**config.mk**
```make
export PLATFORM = sky130hd
export DESIGN_NAME = checksummed_frame_receiver
export DESIGN_NICKNAME = d
export VERILOG_FILES = /design/src/sv/cfr_pkg.sv /design/src/sv/checksummed_frame_receiver.sv /design/src/sv/cfr_ram.sv /design/src/sv/cfr_ctrl.sv /design/src/sv/cfr_dpath.sv
export VERILOG_INCLUDE_DIRS = /design/src /design/src/sv
export SDC_FILE = /design/constraint.sdc
export NUM_CORES = 1
export LEC_CHECK = 0
export BUFFER_PORTS_ARGS = -buffer_cell sky130_fd_sc_hd__buf_4
export CAP_MARGIN = 25
export CORE_MARGIN = 1.5
export CORE_UTILIZATION = 65
export DETAILED_ROUTE_END_ITERATION = 12
export HOLD_SLACK_MARGIN = 0.12
export PLACE_DENSITY = 0.82
export SLEW_MARGIN = 20
export SYNTH_ARGS = -nofsm -noshare
export SYNTH_HDL_FRONTEND = slang
export SYNTH_SLANG_ARGS = --single-unit
```
**constraint.sdc**
```tcl
create_clock -name clock -period 11.3 [get_ports clock]
set_input_delay 1.695 -clock clock [delete_from_list [all_inputs] [get_ports clock]]
set_output_delay 1.695 -clock clock [all_outputs]
set_load 0.05 [all_outputs]
```
**src/sv/checksummed_frame_receiver_assert.svh**
```systemverilog
// Assertion helpers shared by the receiver modules.
// They expect signals named clock and reset in the scope where they are used.
`ifndef CHECKSUMMED_FRAME_RECEIVER_ASSERT_SVH
`define CHECKSUMMED_FRAME_RECEIVER_ASSERT_SVH

// same-cycle implication
`define CFR_ASSERT_IMPL(label, ante, cons, msg) \
   label: assert property (@(posedge clock) disable iff (reset) (ante) |-> (cons)) \
      else $error(msg);

// next-cycle implication
`define CFR_ASSERT_NEXT(label, ante, cons, msg) \
   label: assert property (@(posedge clock) disable iff (reset) (ante) |=> (cons)) \
      else $error(msg);

`endif

```
**src/sv/cfr_pkg.sv**
```systemverilog
package cfr_pkg;

   localparam int CFR_MAX_PAYLOAD = 32;

   localparam logic [7:0] CFR_HEAD_RESET = 8'hA5;
   localparam logic [7:0] CFR_TAIL_RESET = 8'h5A;
   localparam logic [5:0] CFR_LEN_RESET  = 6'd16;

   localparam logic [1:0] CFR_REG_HEAD = 2'd0;
   localparam logic [1:0] CFR_REG_TAIL = 2'd1;
   localparam logic [1:0] CFR_REG_LEN  = 2'd2;

   typedef enum logic [2:0] {
      ST_IDLE,
      ST_EVAL,
      ST_SCAN,
      ST_DRAIN,
      ST_DECIDE,
      ST_EMIT_RD,
      ST_EMIT_LD
   } cfr_state_type;

   typedef struct packed {
      logic push;
      logic scan_start;
      logic scan_rd;
      logic accept_frame;
      logic reject;
      logic emit_rd;
      logic emit_load;
   } cfr_cmd_type;

   typedef struct packed {
      logic frame_full;
      logic scan_last;
      logic frame_ok;
      logic out_free;
      logic emit_last;
   } cfr_status_type;

endpackage

```
**src/sv/checksummed_frame_receiver.sv**
```systemverilog
// channel | dir | handshake               | content
// req     | in  | req_tvalid/req_tready   | tdata[7:0] rx_byte
// rsp     | out | rsp_tvalid/rsp_tready   | tdata payload/index/errors, tlast last_byte
// csr     | in  | csr_valid/csr_ready     | csr_index register, csr_data value
//
// A byte that completes no frame passes through ST_IDLE and ST_EVAL. A byte that
// completes one frame length is checked in ST_SCAN, ST_DRAIN and ST_DECIDE,
// reading the frame back through the single read port of the window RAM; each
// payload byte then goes through ST_EMIT_RD and ST_EMIT_LD. Reset is synchronous
// and active high; no clearing pass. A stalled rsp holds the last payload byte while a new req is taken.
module checksummed_frame_receiver #(
   parameter int MAX_PAYLOAD = cfr_pkg::CFR_MAX_PAYLOAD
) (
   input  logic        clock,
   input  logic        reset,
   input  logic        req_tvalid,
   output logic        req_tready,
   input  logic [7:0]  req_tdata,   // [7:0] rx_byte
   output logic        rsp_tvalid,
   input  logic        rsp_tready,
   output logic [31:0] rsp_tdata,   // [7:0] payload_byte, [12:8] byte_index, [28:13] error_count
   output logic        rsp_tlast,
   input  logic        csr_valid,
   output logic        csr_ready,
   input  logic [1:0]  csr_index,
   input  logic [7:0]  csr_data
);

   import cfr_pkg::*;

   cfr_cmd_type    cmd;
   cfr_status_type status;
   logic [7:0]     rsp_payload;
   logic [4:0]     rsp_index;
   logic [15:0]    rsp_errors;

   cfr_ctrl u_ctrl (
      .clock      (clock),
      .reset      (reset),
      .req_tvalid (req_tvalid),
      .req_tready (req_tready),
      .status     (status),
      .cmd        (cmd)
   );

   cfr_dpath #(
      .MAX_PAYLOAD (MAX_PAYLOAD)
   ) u_dpath (
      .clock       (clock),
      .reset       (reset),
      .cmd         (cmd),
      .status      (status),
      .req_tdata   (req_tdata),
      .csr_valid   (csr_valid),
      .csr_index   (csr_index),
      .csr_data    (csr_data),
      .rsp_tvalid  (rsp_tvalid),
      .rsp_tready  (rsp_tready),
      .rsp_payload (rsp_payload),
      .rsp_index   (rsp_index),
      .rsp_last    (rsp_tlast),
      .rsp_errors  (rsp_errors)
   );

   assign csr_ready = 1'b1;
   assign rsp_tdata = {3'b000, rsp_errors, rsp_index, rsp_payload};

endmodule

```
**src/sv/cfr_ram.sv**
```systemverilog
module cfr_ram #(
   parameter int WIDTH = 8,
   parameter int DEPTH = 64
) (
   input  logic                     clock,
   input  logic                     wr_en,
   input  logic [$clog2(DEPTH)-1:0] wr_addr,
   input  logic [WIDTH-1:0]         wr_data,
   input  logic                     rd_en,
   input  logic [$clog2(DEPTH)-1:0] rd_addr,
   output logic [WIDTH-1:0]         rd_data
);

   logic [WIDTH-1:0] mem_ff [DEPTH];
   logic [WIDTH-1:0] rd_data_ff;

   always_ff @(posedge clock) begin
      if (wr_en) begin
         mem_ff[wr_addr] <= wr_data;
      end
      if (rd_en) begin
         rd_data_ff <= mem_ff[rd_addr];
      end
   end

   assign rd_data = rd_data_ff;

endmodule

```
**src/sv/cfr_ctrl.sv**
```systemverilog
`include "checksummed_frame_receiver_assert.svh"

module cfr_ctrl (
   input  logic                    clock,
   input  logic                    reset,
   input  logic                    req_tvalid,
   output logic                    req_tready,
   input  cfr_pkg::cfr_status_type status,
   output cfr_pkg::cfr_cmd_type    cmd
);

   import cfr_pkg::*;

   cfr_state_type state_ff, state_in;

   always_ff @(posedge clock) begin
      if (reset) begin
         state_ff <= ST_IDLE;
      end else begin
         state_ff <= state_in;
      end
   end

   always_comb begin
      state_in   = state_ff;
      cmd        = '0;
      req_tready = 1'b0;
      case (state_ff)
         ST_IDLE: begin
            req_tready = 1'b1;
            if (req_tvalid) begin
               cmd.push = 1'b1;
               state_in = ST_EVAL;
            end
         end
         ST_EVAL: begin
            if (status.frame_full) begin
               cmd.scan_start = 1'b1;
               state_in       = ST_SCAN;
            end else begin
               state_in = ST_IDLE;
            end
         end
         ST_SCAN: begin
            cmd.scan_rd = 1'b1;
            if (status.scan_last) begin
               state_in = ST_DRAIN;
            end
         end
         ST_DRAIN: begin
            state_in = ST_DECIDE;
         end
         ST_DECIDE: begin
            if (status.frame_ok) begin
               cmd.accept_frame = 1'b1;
               state_in         = ST_EMIT_RD;
            end else begin
               cmd.reject = 1'b1;
               state_in   = ST_IDLE;
            end
         end
         ST_EMIT_RD: begin
            cmd.emit_rd = 1'b1;
            state_in    = ST_EMIT_LD;
         end
         ST_EMIT_LD: begin
            if (status.out_free) begin
               cmd.emit_load = 1'b1;
               state_in      = status.emit_last ? ST_IDLE : ST_EMIT_RD;
            end
         end
         default: begin
            state_in = ST_IDLE;
         end
      endcase
   end

   `CFR_ASSERT_NEXT(a_push_to_eval, cmd.push, state_ff == ST_EVAL, "push not followed by eval")
   `CFR_ASSERT_IMPL(a_load_when_free, cmd.emit_load, status.out_free, "load over held result")

endmodule

```
**src/sv/cfr_dpath.sv**
```systemverilog
`include "checksummed_frame_receiver_assert.svh"

module cfr_dpath #(
   parameter int MAX_PAYLOAD = cfr_pkg::CFR_MAX_PAYLOAD
) (
   input  logic                    clock,
   input  logic                    reset,
   input  cfr_pkg::cfr_cmd_type    cmd,
   output cfr_pkg::cfr_status_type status,
   input  logic [7:0]              req_tdata,
   input  logic                    csr_valid,
   input  logic [1:0]              csr_index,
   input  logic [7:0]              csr_data,
   output logic                    rsp_tvalid,
   input  logic                    rsp_tready,
   output logic [7:0]              rsp_payload,
   output logic [4:0]              rsp_index,
   output logic                    rsp_last,
   output logic [15:0]             rsp_errors
);

   import cfr_pkg::*;

   localparam int WIN_DEPTH = MAX_PAYLOAD + 3;
   localparam int AW        = $clog2(WIN_DEPTH);
   localparam int RAM_DEPTH = 1 << AW;
   localparam int FW        = $clog2(MAX_PAYLOAD + 4);
   localparam int PW        = $clog2(MAX_PAYLOAD + 1);

   logic [7:0]    head_cfg_ff, tail_cfg_ff;
   logic [5:0]    len_cfg_ff;
   logic [PW-1:0] plen;
   logic [FW-1:0] flen;
   logic [FW:0]   bsf_inc;

   logic [FW-1:0] bsf_ff, bsf_in;
   logic [AW-1:0] newest_ff, k_ff, tag_k_ff, wr_addr, rd_addr;
   logic          tag_valid_ff;
   logic [7:0]    rd_data, sum_ff, rx_last_ff;
   logic          head_ok_ff, cks_ok_ff;
   logic [PW-1:0] idx_ff;
   logic [15:0]   err_ff;

   logic          rsp_valid_ff;
   logic [7:0]    payload_ff;
   logic [4:0]    index_ff;
   logic          last_ff;
   logic [15:0]   errout_ff;

   always_ff @(posedge clock) begin
      if (reset) begin
         head_cfg_ff <= CFR_HEAD_RESET;
         tail_cfg_ff <= CFR_TAIL_RESET;
         len_cfg_ff  <= CFR_LEN_RESET;
      end else if (csr_valid) begin
         case (csr_index)
            CFR_REG_HEAD: head_cfg_ff <= csr_data;
            CFR_REG_TAIL: tail_cfg_ff <= csr_data;
            CFR_REG_LEN:  len_cfg_ff  <= csr_data[5:0];
            default: ;
         endcase
      end
   end

   always_comb begin
      if (len_cfg_ff == 6'd0) begin
         plen = PW'(1);
      end else if (len_cfg_ff > 6'(MAX_PAYLOAD)) begin
         plen = PW'(MAX_PAYLOAD);
      end else begin
         plen = PW'(len_cfg_ff);
      end
   end

   assign flen    = FW'(plen) + FW'(3);
   assign bsf_inc = {1'b0, bsf_ff} + (FW+1)'(1);

   always_comb begin
      bsf_in = bsf_ff;
      if (cmd.push) begin
         bsf_in = (bsf_inc > {1'b0, flen}) ? flen : bsf_inc[FW-1:0];
      end else if (cmd.accept_frame) begin
         bsf_in = '0;
      end else if (cmd.reject) begin
         bsf_in = flen - FW'(1);
      end
   end

   assign wr_addr = newest_ff + AW'(1);
   assign rd_addr = newest_ff - k_ff;

   cfr_ram #(
      .WIDTH (8),
      .DEPTH (RAM_DEPTH)
   ) u_window (
      .clock   (clock),
      .wr_en   (cmd.push),
      .wr_addr (wr_addr),
      .wr_data (req_tdata),
      .rd_en   (cmd.scan_rd || cmd.emit_rd),
      .rd_addr (rd_addr),
      .rd_data (rd_data)
   );

   always_ff @(posedge clock) begin
      if (reset) begin
         bsf_ff       <= '0;
         newest_ff    <= '0;
         tag_valid_ff <= 1'b0;
         err_ff       <= '0;
         rsp_valid_ff <= 1'b0;
      end else begin
         bsf_ff       <= bsf_in;
         tag_valid_ff <= cmd.scan_rd;
         if (cmd.push) begin
            newest_ff <= wr_addr;
         end
         if (cmd.reject && err_ff != 16'hFFFF) begin
            err_ff <= err_ff + 16'd1;
         end
         if (cmd.emit_load) begin
            rsp_valid_ff <= 1'b1;
         end else if (rsp_tready) begin
            rsp_valid_ff <= 1'b0;
         end
      end
   end

   always_ff @(posedge clock) begin
      if (cmd.push) begin
         rx_last_ff <= req_tdata;
      end
      if (cmd.scan_start) begin
         k_ff       <= AW'(flen - FW'(1));
         sum_ff     <= '0;
         head_ok_ff <= 1'b0;
         cks_ok_ff  <= 1'b0;
      end else if (cmd.scan_rd || cmd.emit_load) begin
         k_ff <= k_ff - AW'(1);
      end else if (cmd.accept_frame) begin
         k_ff <= AW'(flen - FW'(2));
      end
      if (cmd.scan_rd) begin
         tag_k_ff <= k_ff;
      end
      if (tag_valid_ff) begin
         if (tag_k_ff == AW'(flen - FW'(1))) begin
            head_ok_ff <= (rd_data == head_cfg_ff);
         end else if (tag_k_ff == AW'(1)) begin
            cks_ok_ff <= (rd_data == sum_ff);
         end else begin
            sum_ff <= sum_ff + rd_data;
         end
      end
      if (cmd.accept_frame) begin
         idx_ff <= '0;
      end else if (cmd.emit_load) begin
         idx_ff <= idx_ff + PW'(1);
      end
      if (cmd.emit_load) begin
         payload_ff <= rd_data;
         index_ff   <= 5'(idx_ff);
         last_ff    <= status.emit_last;
         errout_ff  <= err_ff;
      end
   end

   assign status.frame_full = (bsf_ff == flen);
   assign status.scan_last  = (k_ff == AW'(1));
   assign status.frame_ok   = head_ok_ff && cks_ok_ff && (rx_last_ff == tail_cfg_ff);
   assign status.out_free   = !rsp_valid_ff || rsp_tready;
   assign status.emit_last  = (idx_ff == plen - PW'(1));

   assign rsp_tvalid  = rsp_valid_ff;
   assign rsp_payload = payload_ff;
   assign rsp_index   = index_ff;
   assign rsp_last    = last_ff;
   assign rsp_errors  = errout_ff;

   `CFR_ASSERT_IMPL(a_scan_on_full, cmd.scan_start, bsf_ff == flen, "scan without full frame")
   `CFR_ASSERT_NEXT(a_err_monotonic, 1'b1, err_ff >= $past(err_ff), "error count went down")

endmodule
```
==> impl_results.html <==
<table>
<tr><th>Metric</th><th>Value</th></tr>
<tr><th colspan="2">Placement</th></tr>
<tr><td>Buffers on Ports</td><td>between 50 and 60</td></tr>
<tr><td>Weighted congestion at the end of routability-driven global placement</td><td>~0.85</td></tr>
<tr><td>Pre-CTS setup slack</td><td>6.433 ns</td></tr>
<tr><td>Placement-stage cell area</td><td>27270 µm²</td></tr>
<tr><td>Detail Placement HPWL</td><td>about 34000 µm</td></tr>
<tr><th colspan="2">Worst setup path</th></tr>
<tr><td>Crit path buf inv count</td><td>2</td></tr>
<tr><td>Top cell family by delay on the critical path</td><td>adder cells</td></tr>
<tr><td>Maximum fanout encountered on the critical timing path</td><td>67</td></tr>
<tr><td>Type of origin of the critical path</td><td>flip-flop</td></tr>
<tr><td>Stage delay of the slowest cell on the critical path</td><td>around 1.5 ns</td></tr>
<tr><td>Worst reg2reg startpoint</td><td>u_dpath.k_ff[0]$_DFFE_PP_</td></tr>
<tr><td>Data arrival time of the critical path</td><td>between 5 and 6 ns</td></tr>
<tr><td>Critical path capture point type</td><td>flip-flop</td></tr>
<tr><td>Worst Setup Path Type</td><td>reg2reg</td></tr>
<tr><td>Required time reported for the critical path endpoint</td><td>between 10 and 15 ns</td></tr>
<tr><td>Cell mode on critical path</td><td>sky130_fd_sc_hd__mux4_2</td></tr>
<tr><td>CP Launch Point</td><td>u_dpath.k_ff[0]$_DFFE_PP_</td></tr>
<tr><td>Ordered cell list for the critical path</td><td>ha_4 -&gt; inv_1 -&gt; fa_4 -&gt; buf_4 -&gt; mux4_2 -&gt; mux4_2 -&gt; a211oi_1 -&gt; a21oi_1</td></tr>
<tr><td>Slowest library cell on the worst path</td><td>sky130_fd_sc_hd__fa_4</td></tr>
<tr><th colspan="2">Floorplanning</th></tr>
<tr><td>Die height</td><td>204.5 µm</td></tr>
<tr><td>Die extent in x</td><td>about 200 µm</td></tr>
<tr><td>Die footprint</td><td>41820 µm²</td></tr>
<tr><td>Core Area</td><td>39910 µm²</td></tr>
<tr><td>Std cell rows</td><td>73</td></tr>
<tr><td>Initial Util</td><td>0.6612</td></tr>
<tr><td># IOs</td><td>59</td></tr>
<tr><th colspan="2">Clocking</th></tr>
<tr><td>Buffers from clock root to sink, at most</td><td>3</td></tr>
<tr><td>TritonCTS clock tree</td><td>built</td></tr>
<tr><td>Setup Fix Bufs, Post-CTS</td><td>0</td></tr>
<tr><td>Reg clk slew, reported paths</td><td>0.06 ns</td></tr>
<tr><td>H-tree lvl count</td><td>2</td></tr>
<tr><td>Number of buffers added by the clock tree synthesis step</td><td>60</td></tr>
<tr><td>Clock insertion delay at the later pin of the skew report</td><td>about 0.64 ns</td></tr>
<tr><td>Total clock sinks</td><td>approximately 640</td></tr>
<tr><td>Post-CTS sizing</td><td>0</td></tr>
<tr><td>Root cell of the clock tree</td><td>sky130_fd_sc_hd__clkbuf_16</td></tr>
<tr><td>Cts hold-fix bufs</td><td>0</td></tr>
<tr><th colspan="2">GRT</th></tr>
<tr><td>Largest net degree at the start of global routing</td><td>68</td></tr>
<tr><td>GR Overflow Total</td><td>0</td></tr>
<tr><td>Antenna violations before repair</td><td>3</td></tr>
<tr><td>Global-route wire length before repair</td><td>between 80000 and 90000 µm</td></tr>
<tr><td>GR Util All Layers</td><td>0.2984</td></tr>
<tr><td>Via count of the first global-routing pass</td><td>between 10000 and 15000</td></tr>
<tr><th colspan="2">Min path</th></tr>
<tr><td>Hold/Removal Path Class</td><td>reg2reg</td></tr>
<tr><td>Startpoint of the tightest hold check path</td><td>u_dpath.cks_ok_ff$_DFF_P_</td></tr>
<tr><th colspan="2">Status</th></tr>
<tr><td>Outcome</td><td>completed</td></tr>
<tr><th colspan="2">Yosys</th></tr>
<tr><td>Leading post-synthesis cells by cell area</td><td>sky130_fd_sc_hd__edfxtp_1 65%, sky130_fd_sc_hd__mux4_2 14%, sky130_fd_sc_hd__dfxtp_1 5.4%, sky130_fd_sc_hd__nor2_1 2.1%, sky130_fd_sc_hd__xnor2_1 1.4%</td></tr>
<tr><td>Synth top area share</td><td>0.6486</td></tr>
<tr><td>Post-synth top flop</td><td>sky130_fd_sc_hd__edfxtp_1</td></tr>
<tr><td>Cell Area, Synth</td><td>26390 µm²</td></tr>
<tr><td>Dominant cell by count in the synthesized netlist</td><td>sky130_fd_sc_hd__edfxtp_1</td></tr>
<tr><td>Number of distinct standard cells referenced by the synthesized netlist</td><td>about 70</td></tr>
<tr><td>Cell taking the most area after synthesis</td><td>sky130_fd_sc_hd__edfxtp_1</td></tr>
<tr><td>Count of synthesis-stage warnings from yosys</td><td>0</td></tr>
<tr><td>Share of synthesized area occupied by flip-flops and latches</td><td>0.7024</td></tr>
<tr><td>Post-synth ARST share</td><td>0</td></tr>
<tr><td>Synthesized flop and latch total</td><td>between 600 and 700</td></tr>
<tr><td>Post-synthesis instance total</td><td>1471</td></tr>
<tr><td>Count of flip-flops with a built-in enable after synthesis</td><td>570</td></tr>
<tr><td>Cell types with the highest counts after synthesis</td><td>570 x sky130_fd_sc_hd__edfxtp_1, 160 x sky130_fd_sc_hd__mux4_2, 146 x sky130_fd_sc_hd__nor2_1</td></tr>
<tr><td>Mean instance size in the synthesized netlist</td><td>roughly 18 µm²</td></tr>
<tr><th colspan="2">STA</th></tr>
<tr><td>Final max-slew violation count</td><td>0</td></tr>
<tr><td>Hold WS</td><td>around 0.47 ns</td></tr>
<tr><td>Worst Tran Pin Value</td><td>roughly 1.1 ns</td></tr>
<tr><td>Min Tclk post-route</td><td>4.796 ns</td></tr>
<tr><td>Setup-failing EPs final</td><td>0</td></tr>
<tr><td>Final worst slack</td><td>around 6.5 ns</td></tr>
<tr><td>Max-Slew Margin vs Limit</td><td>0.2742</td></tr>
<tr><td>Setup tns final</td><td>0 ns</td></tr>
<tr><td>Setup repair after global routing missed its margin</td><td>false</td></tr>
<tr><td>Layout Skew</td><td>about 0.04 ns</td></tr>
<tr><td>Endpoints failing hold</td><td>0</td></tr>
<tr><td>Share of the cycle needed by the critical path after routing</td><td>0.4244</td></tr>
<tr><td>FMAX</td><td>approximately 0.21 GHz</td></tr>
<tr><th colspan="2">Detailed routing</th></tr>
<tr><td>Average wire per standard cell</td><td>28.70 µm</td></tr>
<tr><td>Count of TritonRoute iterations in the first routing pass</td><td>7</td></tr>
<tr><td>Violation count after the first detailed-routing iteration</td><td>~1800</td></tr>
<tr><td>DRC violation count after routing</td><td>0</td></tr>
<tr><td>Total number of vias</td><td>between 10000 and 15000</td></tr>
<tr><td>Average vias per placed instance</td><td>6.803</td></tr>
<tr><td>Wirelength, routed</td><td>60420 µm</td></tr>
<tr><td>Detail Route Antenna Nets</td><td>0</td></tr>
<tr><th colspan="2">Power and ir drop</th></tr>
<tr><td>Leakage dissipation</td><td>between 9 and 10 nW</td></tr>
<tr><td>Maximum VDD drop</td><td>a little under 0.2 mV</td></tr>
<tr><td>Pwr per Cell Area</td><td>179.7 nW/µm²</td></tr>
<tr><th colspan="2">Run</th></tr>
<tr><td>Maximum Capacitance Violations</td><td>0</td></tr>
<tr><th colspan="2">Cells and area</th></tr>
<tr><td>Post-layout nets</td><td>1582</td></tr>
<tr><td>Final std cell area, no fill</td><td>slightly below 30000 µm²</td></tr>
<tr><td>Largest register by flop count</td><td>u_dpath.u_window.mem_ff</td></tr>
<tr><td>Layout overhead on the synthesized area</td><td>11.27%</td></tr>
<tr><td>Max reg flops</td><td>slightly above 500</td></tr>
<tr><td>Fraction of final layout cells sized beyond drive strength 1</td><td>0.2167</td></tr>
<tr><td>Fin util</td><td>0.7357</td></tr>
</table>
==> layout make-up <==
class / count / area (µm²)
multi-input combinational: 732 / 7495
timing repair buffer: 67 / 503.0
sequential: 641 / 18540
fill: 2168 / 10550
clock buffer: 81 / 1694
tap: 525 / 656.9
clock inverter: 30 / 370.4
inverter: 27 / 101.3
antenna: 2 / 5.005
==> cells by family after synthesis <==
group                      after synthesis  synth area share
AOI/OAI and AO/OA                      108           0.02802
xor gates and xnor gates                84           0.02968
adders and majority gates               30           0.01479
buffers and inverters                  100           0.01683
DFF                                    641            0.7024
muxes                                  200            0.1528
other                                    2         0.0002846
and+or+nand+nor                        306           0.05519
==> cells in the final DEF (no fill, tap or decap), types with 4 or more instances in the layout <==
cell type | Yosys | routed
sky130_fd_sc_hd__a211o_1 | 9 | 9
sky130_fd_sc_hd__a211oi_1 | 13 | 13
sky130_fd_sc_hd__a21o_1 | 8 | 8
sky130_fd_sc_hd__a21oi_1 | 29 | 29
sky130_fd_sc_hd__a31oi_1 | 4 | 4
sky130_fd_sc_hd__and2_1 | 5 | 5
sky130_fd_sc_hd__and3_1 | 8 | 8
sky130_fd_sc_hd__buf_4 | 10 | 67
sky130_fd_sc_hd__bufinv_16 | 0 | 7
sky130_fd_sc_hd__clkbuf_1 | 38 | 13
sky130_fd_sc_hd__clkbuf_16 | 0 | 63
sky130_fd_sc_hd__clkbuf_8 | 0 | 5
sky130_fd_sc_hd__clkinv_1 | 0 | 8
sky130_fd_sc_hd__clkinv_2 | 0 | 11
sky130_fd_sc_hd__conb_1 | 2 | 4
sky130_fd_sc_hd__dfxtp_1 | 71 | 71
sky130_fd_sc_hd__edfxtp_1 | 570 | 570
sky130_fd_sc_hd__ha_1 | 28 | 27
sky130_fd_sc_hd__inv_1 | 27 | 27
sky130_fd_sc_hd__mux2i_1 | 36 | 36
sky130_fd_sc_hd__mux4_2 | 160 | 160
sky130_fd_sc_hd__nand2_1 | 42 | 42
sky130_fd_sc_hd__nand2b_1 | 8 | 8
sky130_fd_sc_hd__nand3_1 | 26 | 26
sky130_fd_sc_hd__nand3b_1 | 6 | 6
sky130_fd_sc_hd__nand4_1 | 10 | 10
sky130_fd_sc_hd__nor2_1 | 146 | 146
sky130_fd_sc_hd__nor2b_1 | 18 | 17
sky130_fd_sc_hd__nor3_1 | 13 | 13
sky130_fd_sc_hd__o21a_1 | 4 | 4
sky130_fd_sc_hd__o21ai_0 | 12 | 11
sky130_fd_sc_hd__or3_1 | 4 | 4
sky130_fd_sc_hd__xnor2_1 | 42 | 39
sky130_fd_sc_hd__xor2_1 | 38 | 37
==> metal layers <==
layer	vias up	share of wire	global-route usage
li1	5915	-	-
met1	7298	0.37	0.3989
met2	932	0.50	0.4955
met3	174	0.092	0.05218
met4	2	0.036	0.1174
met5	-	0.00022	0
==> worst min-delay path, delay by kind of cell (launching register included) <==
kind          cells  cell delay (ns)
flops             1             0.31
mux               1             0.06
simple gates      1             0.05
==> worst paths after layout <==
kind	slack, ns	cells past startpoint	end
min	0.47	2	u_dpath.cks_ok_ff$_DFF_P_
max reg2reg	6.50	8	u_dpath.u_window.rd_data[1]$_DFFE_PP_
min reg2reg	0.47	2	u_dpath.cks_ok_ff$_DFF_P_
max	6.50	8	u_dpath.u_window.rd_data[1]$_DFFE_PP_
==> metrics by stage <==
step           std cells  power [mW]
3_5_place_dp        1989       3.211
6_report            2105       5.276
5_1_grt             2103       5.403
2_1_floorplan       1473       3.064
3_3_place_gp        1989       3.192
4_1_cts             2100       5.278
==> report_power, final <==
part / internal [mW] / leakage (nW) / switching, mW
clock: 1.22 / 1.01 / 0.886
combinational: 0.245 / 2.99 / 0.296
sequential: 2.61 / 5.71 / 0.0233
total: 4.07 / 9.72 / 1.21
(Power assumes the default switching activity.)
